`src/hdl/wsfd_pkg.sv`:
```
// Shared types and constants for the WebSocket frame deframer.
package wsfd_pkg;

	localparam int LENGTH_BITS_DEF = 24;
	localparam int LEN_W           = 24;
	localparam int MAX_RESET       = 8192;

	localparam logic [1:0] KIND_HEADER  = 2'd0;
	localparam logic [1:0] KIND_PAYLOAD = 2'd1;
	localparam logic [1:0] KIND_ERROR   = 2'd2;
	localparam logic [1:0] KIND_IGNORED = 2'd3;

	localparam logic [2:0] ERR_NONE     = 3'd0;
	localparam logic [2:0] ERR_RESERVED = 3'd1;
	localparam logic [2:0] ERR_FIN      = 3'd2;
	localparam logic [2:0] ERR_MASKED   = 3'd3;
	localparam logic [2:0] ERR_NONCANON = 3'd4;
	localparam logic [2:0] ERR_TOO_LONG = 3'd5;

	localparam logic [2:0] PH_FIRST   = 3'd0;
	localparam logic [2:0] PH_SECOND  = 3'd1;
	localparam logic [2:0] PH_EXT     = 3'd2;
	localparam logic [2:0] PH_PAYLOAD = 3'd3;
	localparam logic [2:0] PH_HALT    = 3'd4;

	typedef struct packed {
		logic [1:0]       kind;
		logic [7:0]       payload_byte;
		logic [3:0]       opcode;
		logic [LEN_W-1:0] payload_length;
		logic             header_done;
		logic             last_of_frame;
		logic [2:0]       error_code;
	} result_t;

endpackage

```
`src/hdl/wsfd_parser.sv`:
```
// Frame header parser state and per-byte result logic.
module wsfd_parser #(
	parameter int LENGTH_BITS = wsfd_pkg::LENGTH_BITS_DEF
) (
	input  logic                       clk,
	input  logic                       arst_n,
	input  logic                       step,
	input  logic                       cmd,
	input  logic [7:0]                 data_byte,
	input  logic [wsfd_pkg::LEN_W-1:0] max_payload,
	output wsfd_pkg::result_t          result
);

	logic [2:0]                 phase_q, phase_n;
	logic [3:0]                 opcode_q, opcode_n;
	logic                       long_q, long_n;
	logic [3:0]                 lbl_q, lbl_n;
	logic [wsfd_pkg::LEN_W-1:0] acc_q, acc_n;
	logic                       ovf_q, ovf_n;
	logic [LENGTH_BITS-1:0]     pleft_q, pleft_n;

	logic [wsfd_pkg::LEN_W-1:0] len;
	logic [wsfd_pkg::LEN_W-1:0] floor_len;
	logic                       fin_hdr;
	logic [2:0]                 err;
	logic [6:0]                 l7;

	always_comb begin
		phase_n  = phase_q;
		opcode_n = opcode_q;
		long_n   = long_q;
		lbl_n    = lbl_q;
		acc_n    = acc_q;
		ovf_n    = ovf_q;
		pleft_n  = pleft_q;
		len      = '0;
		fin_hdr  = 1'b0;
		err      = wsfd_pkg::ERR_NONE;
		l7       = data_byte[6:0];
		floor_len = long_q ? wsfd_pkg::LEN_W'(16'hFFFF) : wsfd_pkg::LEN_W'(7'd125);
		result   = '0;
		result.kind = wsfd_pkg::KIND_HEADER;

		if (cmd) begin
			phase_n  = wsfd_pkg::PH_FIRST;
			opcode_n = '0;
			long_n   = 1'b0;
			lbl_n    = '0;
			acc_n    = '0;
			ovf_n    = 1'b0;
			pleft_n  = '0;
			result.kind = wsfd_pkg::KIND_IGNORED;
		end else begin
			case (phase_q)
				wsfd_pkg::PH_FIRST: begin
					if (data_byte[6:4] != 3'd0) begin
						err = wsfd_pkg::ERR_RESERVED;
					end else if (!data_byte[7]) begin
						err = wsfd_pkg::ERR_FIN;
					end else begin
						opcode_n = data_byte[3:0];
						phase_n  = wsfd_pkg::PH_SECOND;
					end
				end
				wsfd_pkg::PH_SECOND: begin
					if (data_byte[7]) begin
						err = wsfd_pkg::ERR_MASKED;
					end else if (l7 == 7'd126 || l7 == 7'd127) begin
						long_n  = (l7 == 7'd127);
						lbl_n   = (l7 == 7'd127) ? 4'd8 : 4'd2;
						acc_n   = '0;
						ovf_n   = 1'b0;
						phase_n = wsfd_pkg::PH_EXT;
					end else if (wsfd_pkg::LEN_W'(l7) > max_payload) begin
						err = wsfd_pkg::ERR_TOO_LONG;
					end else begin
						len     = wsfd_pkg::LEN_W'(l7);
						fin_hdr = 1'b1;
					end
				end
				wsfd_pkg::PH_EXT: begin
					// Only the low 24 bits are kept; anything shifted out above them
					// makes the length larger than any cap, so a sticky flag suffices.
					acc_n = {acc_q[wsfd_pkg::LEN_W-9:0], data_byte};
					ovf_n = ovf_q | (acc_q[wsfd_pkg::LEN_W-1:wsfd_pkg::LEN_W-8] != 8'd0);
					lbl_n = lbl_q - 4'd1;
					if (lbl_n == 4'd0) begin
						if (!ovf_n && acc_n <= floor_len) begin
							err = wsfd_pkg::ERR_NONCANON;
						end else if (ovf_n || acc_n > max_payload) begin
							err = wsfd_pkg::ERR_TOO_LONG;
						end else begin
							len     = acc_n;
							fin_hdr = 1'b1;
						end
					end
				end
				wsfd_pkg::PH_PAYLOAD: begin
					result.kind         = wsfd_pkg::KIND_PAYLOAD;
					result.payload_byte = data_byte;
					pleft_n             = pleft_q - LENGTH_BITS'(1);
					if (pleft_n == '0) begin
						result.last_of_frame = 1'b1;
						phase_n              = wsfd_pkg::PH_FIRST;
					end
				end
				default: begin
					result.kind = wsfd_pkg::KIND_IGNORED;
				end
			endcase
		end

		if (fin_hdr) begin
			result.payload_length = len;
			result.header_done    = 1'b1;
			if (len == '0) begin
				result.last_of_frame = 1'b1;
				phase_n              = wsfd_pkg::PH_FIRST;
			end else begin
				pleft_n = LENGTH_BITS'(len);
				phase_n = wsfd_pkg::PH_PAYLOAD;
			end
		end

		if (err != wsfd_pkg::ERR_NONE) begin
			result.kind           = wsfd_pkg::KIND_ERROR;
			result.error_code     = err;
			result.payload_length = '0;
			result.header_done    = 1'b0;
			result.last_of_frame  = 1'b0;
			phase_n               = wsfd_pkg::PH_HALT;
		end

		result.opcode = opcode_n;
	end

	always_ff @(posedge clk or negedge arst_n) begin
		if (!arst_n) begin
			phase_q  <= wsfd_pkg::PH_FIRST;
			opcode_q <= '0;
			long_q   <= 1'b0;
			lbl_q    <= '0;
			acc_q    <= '0;
			ovf_q    <= 1'b0;
			pleft_q  <= '0;
		end else if (step) begin
			phase_q  <= phase_n;
			opcode_q <= opcode_n;
			long_q   <= long_n;
			lbl_q    <= lbl_n;
			acc_q    <= acc_n;
			ovf_q    <= ovf_n;
			pleft_q  <= pleft_n;
		end
	end

endmodule

```
`src/hdl/websocket_frame_deframer_unit.sv`:
```
// Top level of the WebSocket frame deframer: input register, parser, result register.
//
//   channel   signals                                          direction
//   -------   ----------------------------------------------   ---------
//   input     in_valid, in_stall, cmd, data_byte               in (stall out)
//   output    out_valid, out_stall, kind, payload_byte,        out (stall in)
//             opcode, payload_length, header_done,
//             last_of_frame, error_code
//   config    cfg_we, cfg_wdata (max_payload)                  in
//
// One byte is taken every cycle while in_stall is low; each transfer produces exactly one
// result, passing the input register, then the result register, set by the single
// parser stage between them. Reset clears the parser to the first header
// byte and sets max_payload to 8192. A stall on the output holds the result
// register, which in turn stalls the input register; the input side is
// stalled only while both registers are full and the output cannot move.
module websocket_frame_deframer_unit #(
	parameter int LENGTH_BITS = wsfd_pkg::LENGTH_BITS_DEF
) (
	input  logic                       clk,
	input  logic                       arst_n,
	input  logic                       cfg_we,
	input  logic [wsfd_pkg::LEN_W-1:0] cfg_wdata,
	input  logic                       in_valid,
	output logic                       in_stall,
	input  logic                       cmd,
	input  logic [7:0]                 data_byte,
	output logic                       out_valid,
	input  logic                       out_stall,
	output logic [1:0]                 kind,
	output logic [7:0]                 payload_byte,
	output logic [3:0]                 opcode,
	output logic [wsfd_pkg::LEN_W-1:0] payload_length,
	output logic                       header_done,
	output logic                       last_of_frame,
	output logic [2:0]                 error_code
);

	// The cap is masked to the length width the parser counts in.
	localparam logic [63:0] LEN_MASK = (64'd1 << LENGTH_BITS) - 64'd1;
	localparam logic [wsfd_pkg::LEN_W-1:0] CAP_MASK = LEN_MASK[wsfd_pkg::LEN_W-1:0];
	localparam logic [wsfd_pkg::LEN_W-1:0] CAP_RESET =
		wsfd_pkg::LEN_W'(wsfd_pkg::MAX_RESET) & CAP_MASK;

	logic [wsfd_pkg::LEN_W-1:0] max_payload_q;

	logic       valid_s1;
	logic       cmd_s1;
	logic [7:0] byte_s1;
	logic       advance;

	logic              out_valid_q;
	wsfd_pkg::result_t result_s2;
	wsfd_pkg::result_t result_n;

	// The first stage moves on whenever the result register is empty or draining.
	assign advance  = valid_s1 && (!out_valid_q || !out_stall);
	assign in_stall = valid_s1 && !advance;

	always_ff @(posedge clk or negedge arst_n) begin
		if (!arst_n) begin
			max_payload_q <= CAP_RESET;
		end else if (cfg_we) begin
			max_payload_q <= cfg_wdata & CAP_MASK;
		end
	end

	always_ff @(posedge clk or negedge arst_n) begin
		if (!arst_n) begin
			valid_s1 <= 1'b0;
		end else if (!in_stall) begin
			valid_s1 <= in_valid;
		end
	end

	always_ff @(posedge clk) begin
		if (in_valid && !in_stall) begin
			cmd_s1  <= cmd;
			byte_s1 <= data_byte;
		end
	end

	wsfd_parser #(
		.LENGTH_BITS(LENGTH_BITS)
	) u_parser (
		.clk         (clk),
		.arst_n      (arst_n),
		.step        (advance),
		.cmd         (cmd_s1),
		.data_byte   (byte_s1),
		.max_payload (max_payload_q),
		.result      (result_n)
	);

	always_ff @(posedge clk or negedge arst_n) begin
		if (!arst_n) begin
			out_valid_q <= 1'b0;
		end else if (!out_valid_q || !out_stall) begin
			out_valid_q <= advance;
		end
	end

	always_ff @(posedge clk) begin
		if (advance) begin
			result_s2 <= result_n;
		end
	end

	assign out_valid      = out_valid_q;
	assign kind           = result_s2.kind;
	assign payload_byte   = result_s2.payload_byte;
	assign opcode         = result_s2.opcode;
	assign payload_length = result_s2.payload_length;
	assign header_done    = result_s2.header_done;
	assign last_of_frame  = result_s2.last_of_frame;
	assign error_code     = result_s2.error_code;

endmodule
```
`config.mk`:
```
export PLATFORM = sky130hd
export DESIGN_NAME = websocket_frame_deframer_unit
export DESIGN_NICKNAME = d
export VERILOG_FILES = /design/src/hdl/wsfd_pkg.sv /design/src/hdl/wsfd_parser.sv /design/src/hdl/websocket_frame_deframer_unit.sv
export SDC_FILE = /design/constraint.sdc
export NUM_CORES = 1
export LEC_CHECK = 0
export BUFFER_PORTS_ARGS = -buffer_cell sky130_fd_sc_hd__buf_2
export CAP_MARGIN = 20
export CORE_MARGIN = 5
export CORE_UTILIZATION = 45
export CTS_CLUSTER_DIAMETER = 80
export DETAILED_ROUTE_END_ITERATION = 10
export PLACE_DENSITY = 0.69
export SLEW_MARGIN = 20
export SYNTH_ARGS = -nofsm -noshare
export SYNTH_HDL_FRONTEND = slang
export SYNTH_SLANG_ARGS = --single-unit
export TNS_END_PERCENT = 20
```
`constraint.sdc`:
```
create_clock -name clk -period 2.9 [get_ports clk]
set_input_delay 0.58 -clock clk [delete_from_list [all_inputs] [get_ports clk]]
set_output_delay 0.58 -clock clk [all_outputs]
set_load 0.1 [all_outputs]
```
==> flow_metrics.tcl <==
set metrics [dict create \
    drv_cap 0 \
    yosysWarnings 0 \
    cpPeakStageDelay_ns 0.38 \
    die_width_microns 139 \
    period_share 1.01 \
    cpLargestDelayFamily "compound AO/OA/AOI/OAI gates" \
    port_buffers 82 \
    synth_edf_count 52 \
    wl_mm 19.9 \
    seqPwrFrac 0.354 \
    via_count 6366 \
    dpl.hpwl_mm 13.5 \
    run_status "finished with violations" \
    clkPwrFrac 0.304 \
    wire_per_inst_microns 17.5 \
    root_buffer "clkbuf_16" \
    path_cells "clkinvlp_4, buf_12, ha_1, nand4_1, nor4_4, a221oi_2, a22o_4, a2111oi_4, buf_4, or2_4, a2bb2oi_1, o21ai_1" \
    crit_arrival_ns 3.22 \
    vdd_ir_drop_max_v 0.000482 \
    grt_max_degree 56 \
    drt_first_pass_iters 5 \
    cts_inserted_buffers 17 \
    drc 0 \
    internal_power_mw 4.55 \
    synth_top_area_frac 0.288 \
    synth-compound-area-share 0.170 \
    slowest_stage "dfrtp_1" \
    insertion_delay_ns 0.43 \
    syn-cell-area_sq_um 7460 \
    rrSetupSlack_ns -0.04 \
    worst_pin_slew_ns 0.728 \
    fmax_mhz 341 \
    synth_top_family_by_area "simple AND/OR/NAND/NOR gates" \
    rows 47 \
    fin_ws_ns -0.0357 \
    skew_ns 0.00926 \
    p_comb_frac 0.342 \
    antenna_cells 0 \
    cp_max_fo 7 \
    synth_nets 858 \
    cts_tree "done" \
    rsz0062_at_grt "true" \
    layout-drive-gt1-share 0.239 \
    synth_simple_gate_area_frac 0.210 \
    ys_ff_latch 139 \
    ff_latch_area_sq_um 3740 \
    p_sw_mw 2.66 \
    synth_common_cells "nand2_1, dfrtp_1, o21ai_0, nor2_1, edfxtp_1" \
    slew_violations 0 \
    grt_usage 0.202 \
    ant_nets 0 \
    min_period_ns 2.94 \
    synth.most_common_cell "nand2_1" \
    timing_worst_setup_path_type "flip-flop to flip-flop" \
    syn_avg_cell_area_sq_um 9.54 \
    place_inst 1091 \
    synth_area_leader_cell "dfrtp_1" \
    multi_input_area_sq_um 3550 \
    ys_top_cells_by_area "dfrtp_1, edfxtp_1, ha_1, nand2_1, o21ai_0" \
    max_slew_margin 0.513 \
    cts_htree_levels 4 \
    synthToLayoutAreaGrowth_pct 24.1 \
    grt_pass1_vias 5905 \
    crit_required_ns 3.19 \
    hold_violations 0 \
    cts_max_path_buffers 2 \
    dieHeight_microns 139 \
    worstSetupStartpointType "flip-flop" \
    synth-seq-area-share 0.501 \
    failed_checks "negative setup slack" \
    drt-initial-drc-count 530 \
    ys_types 76 \
    synthAdderAreaFrac 0.0637 \
    synth_async_sr_flop_share 0.626 \
    fin_nets 981 \
    stdcell_count 1137 \
    synthMuxAreaShare 0.00687 \
    coreArea_sq_um 16400 \
    clk_pin_slew_worst_paths_ns 0.06 \
    holdBufCountCts 0 \
    fill_cells 1442 \
    power.density_nw_per_um2 779 \
    ioPinCount 83 \
    grt.overflow.total 0 \
    die_area_sq_um 19300 \
    syn-instance-count 782 \
    start_util 0.455 \
    crit_buf_inv 3 \
    antenna_found_initial 0 \
    synth_xor_area_frac 0.00117 \
    sw_frac_of_total 0.369 \
    leakage_nw 4.00 \
    hp-class "input pin to asynchronous set/reset pin" \
    cts.sinks 139 \
    endpoint_kind "flip-flop" \
    grt_pass1_wl_mm 31.3 \
    tns_ns -0.153 \
    setup_viol_count_final 8 \
    vias_per_cell 5.60 \
    synth_ff_type "dfrtp_1" \
    routabilityCongestion 0.853 \
]
-- cell usage in the layout, fill, tap and decap left out, drive strengths merged, types with 5 or more instances in the layout --
cell    synthesis  routed
o31ai           9       9
nor4           16      16
nor2           57      58
o311ai          7       7
nand3          23      23
nand2         112     112
nor2b           6       6
and2           33      33
a21oi          36      36
clkinv          0       8
buf             7     141
nand2b          7       7
o211ai          5       5
ha             38      38
o21ai          74      74
edfxtp         52      52
inv            49      48
or3            11      11
nor3           22      22
nand4          12      12
o21bai          5       5
o22ai          14      14
dfrtp          86      86
clkbuf         31      18
-- routing by layer --
layer	routed length, microns	GRT usage	vias to the layer above
met1	9060	0.286	3041
met3	1200	0.0438	37
li1	-	-	3074
met5	0	0	-
met2	9180	0.311	214
met4	443	0.0685	0
-- logic make-up (layout without fill, tap and decap cells) --
| family | Yosys count | in the layout |
|---|---|---|
| mux | 5 | 5 |
| fa+ha+maj | 38 | 38 |
| compound gates | 194 | 194 |
| simple gates | 318 | 319 |
| xor+xnor | 1 | 1 |
| flops | 139 | 139 |
| buf+inv | 87 | 221 |
-- area by class of cell --
type | instances | share of cell area
tap | 220 | 0.0297
clock buffer | 18 | 0.0474
inverter | 49 | 0.0203
multi-input combinational | 557 | 0.384
clock inverter | 13 | 0.0163
sequential | 139 | 0.404
timing repair buffer | 141 | 0.0984
-- timing repair --
action,in CTS,in global routing
resized for setup,6,31
cloned,0,3
buffers inserted,0,12
pin swaps,2,16
setup endpoints to repair,34,51
-- power by group through the flow --
stage | clock [mW] | combinational, mW | sequential (mW)
after global routing | 2.32 | 2.70 | 2.58
after CTS | 2.21 | 2.28 | 2.53
after detailed placement | 0 | 2.25 | 2.56
after global placement | 0 | 2.21 | 2.55
after floorplan | 0 | 1.32 | 2.86
final | 2.19 | 2.47 | 2.55
-- final timing paths --
path,startpoint,end,cells past startpoint
setup reg to reg,u_parser.long_q,u_parser.pleft_q[12],12
min in group clk,data_byte[5],byte_s1[5],1
setup / recovery,u_parser.long_q,u_parser.pleft_q[12],12
max in group asynchronous,arst_n,u_parser.pleft_q[11],2
hold reg to reg,u_parser.opcode_q[2],u_parser.opcode_q[2],2
hold / removal,arst_n,max_payload_q[14],1
-- through the flow --
stage | power, mW | area, sq um | hold WS (ns) | util | worst slack (ns)
3_3_place_gp | 4.77 | 8350 | 0.460 | 0.509 | -0.252
4_1_cts | 7.02 | 8970 | 0.203 | 0.546 | 0.00000688
6_report | 7.21 | 9260 | 0.184 | 0.564 | -0.0357
2_1_floorplan | 4.18 | 7460 | 0.284 | - | 0.193
5_1_grt | 7.60 | 9260 | 0.229 | 0.564 | -0.151
3_5_place_dp | 4.80 | 8350 | 0.468 | 0.509 | -0.342
-- state kept, by name, indices dropped and copies added, names as in the netlist --
signal	count
error_code	3
u_parser.lbl_q	4
last_of_frame	1
kind	2
header_done	1
u_parser.long_q	1
payload_byte	8
out_valid	1
u_parser.acc_q	24
u_parser.ovf_q	1
payload_length	24
u_parser.pleft_q	24
opcode	4
max_payload_q	24
cmd_s1	1
valid_s1	1
u_parser.opcode_q	4
u_parser.phase_q	3
byte_s1	8
Power figures use the tool's default switching activity.
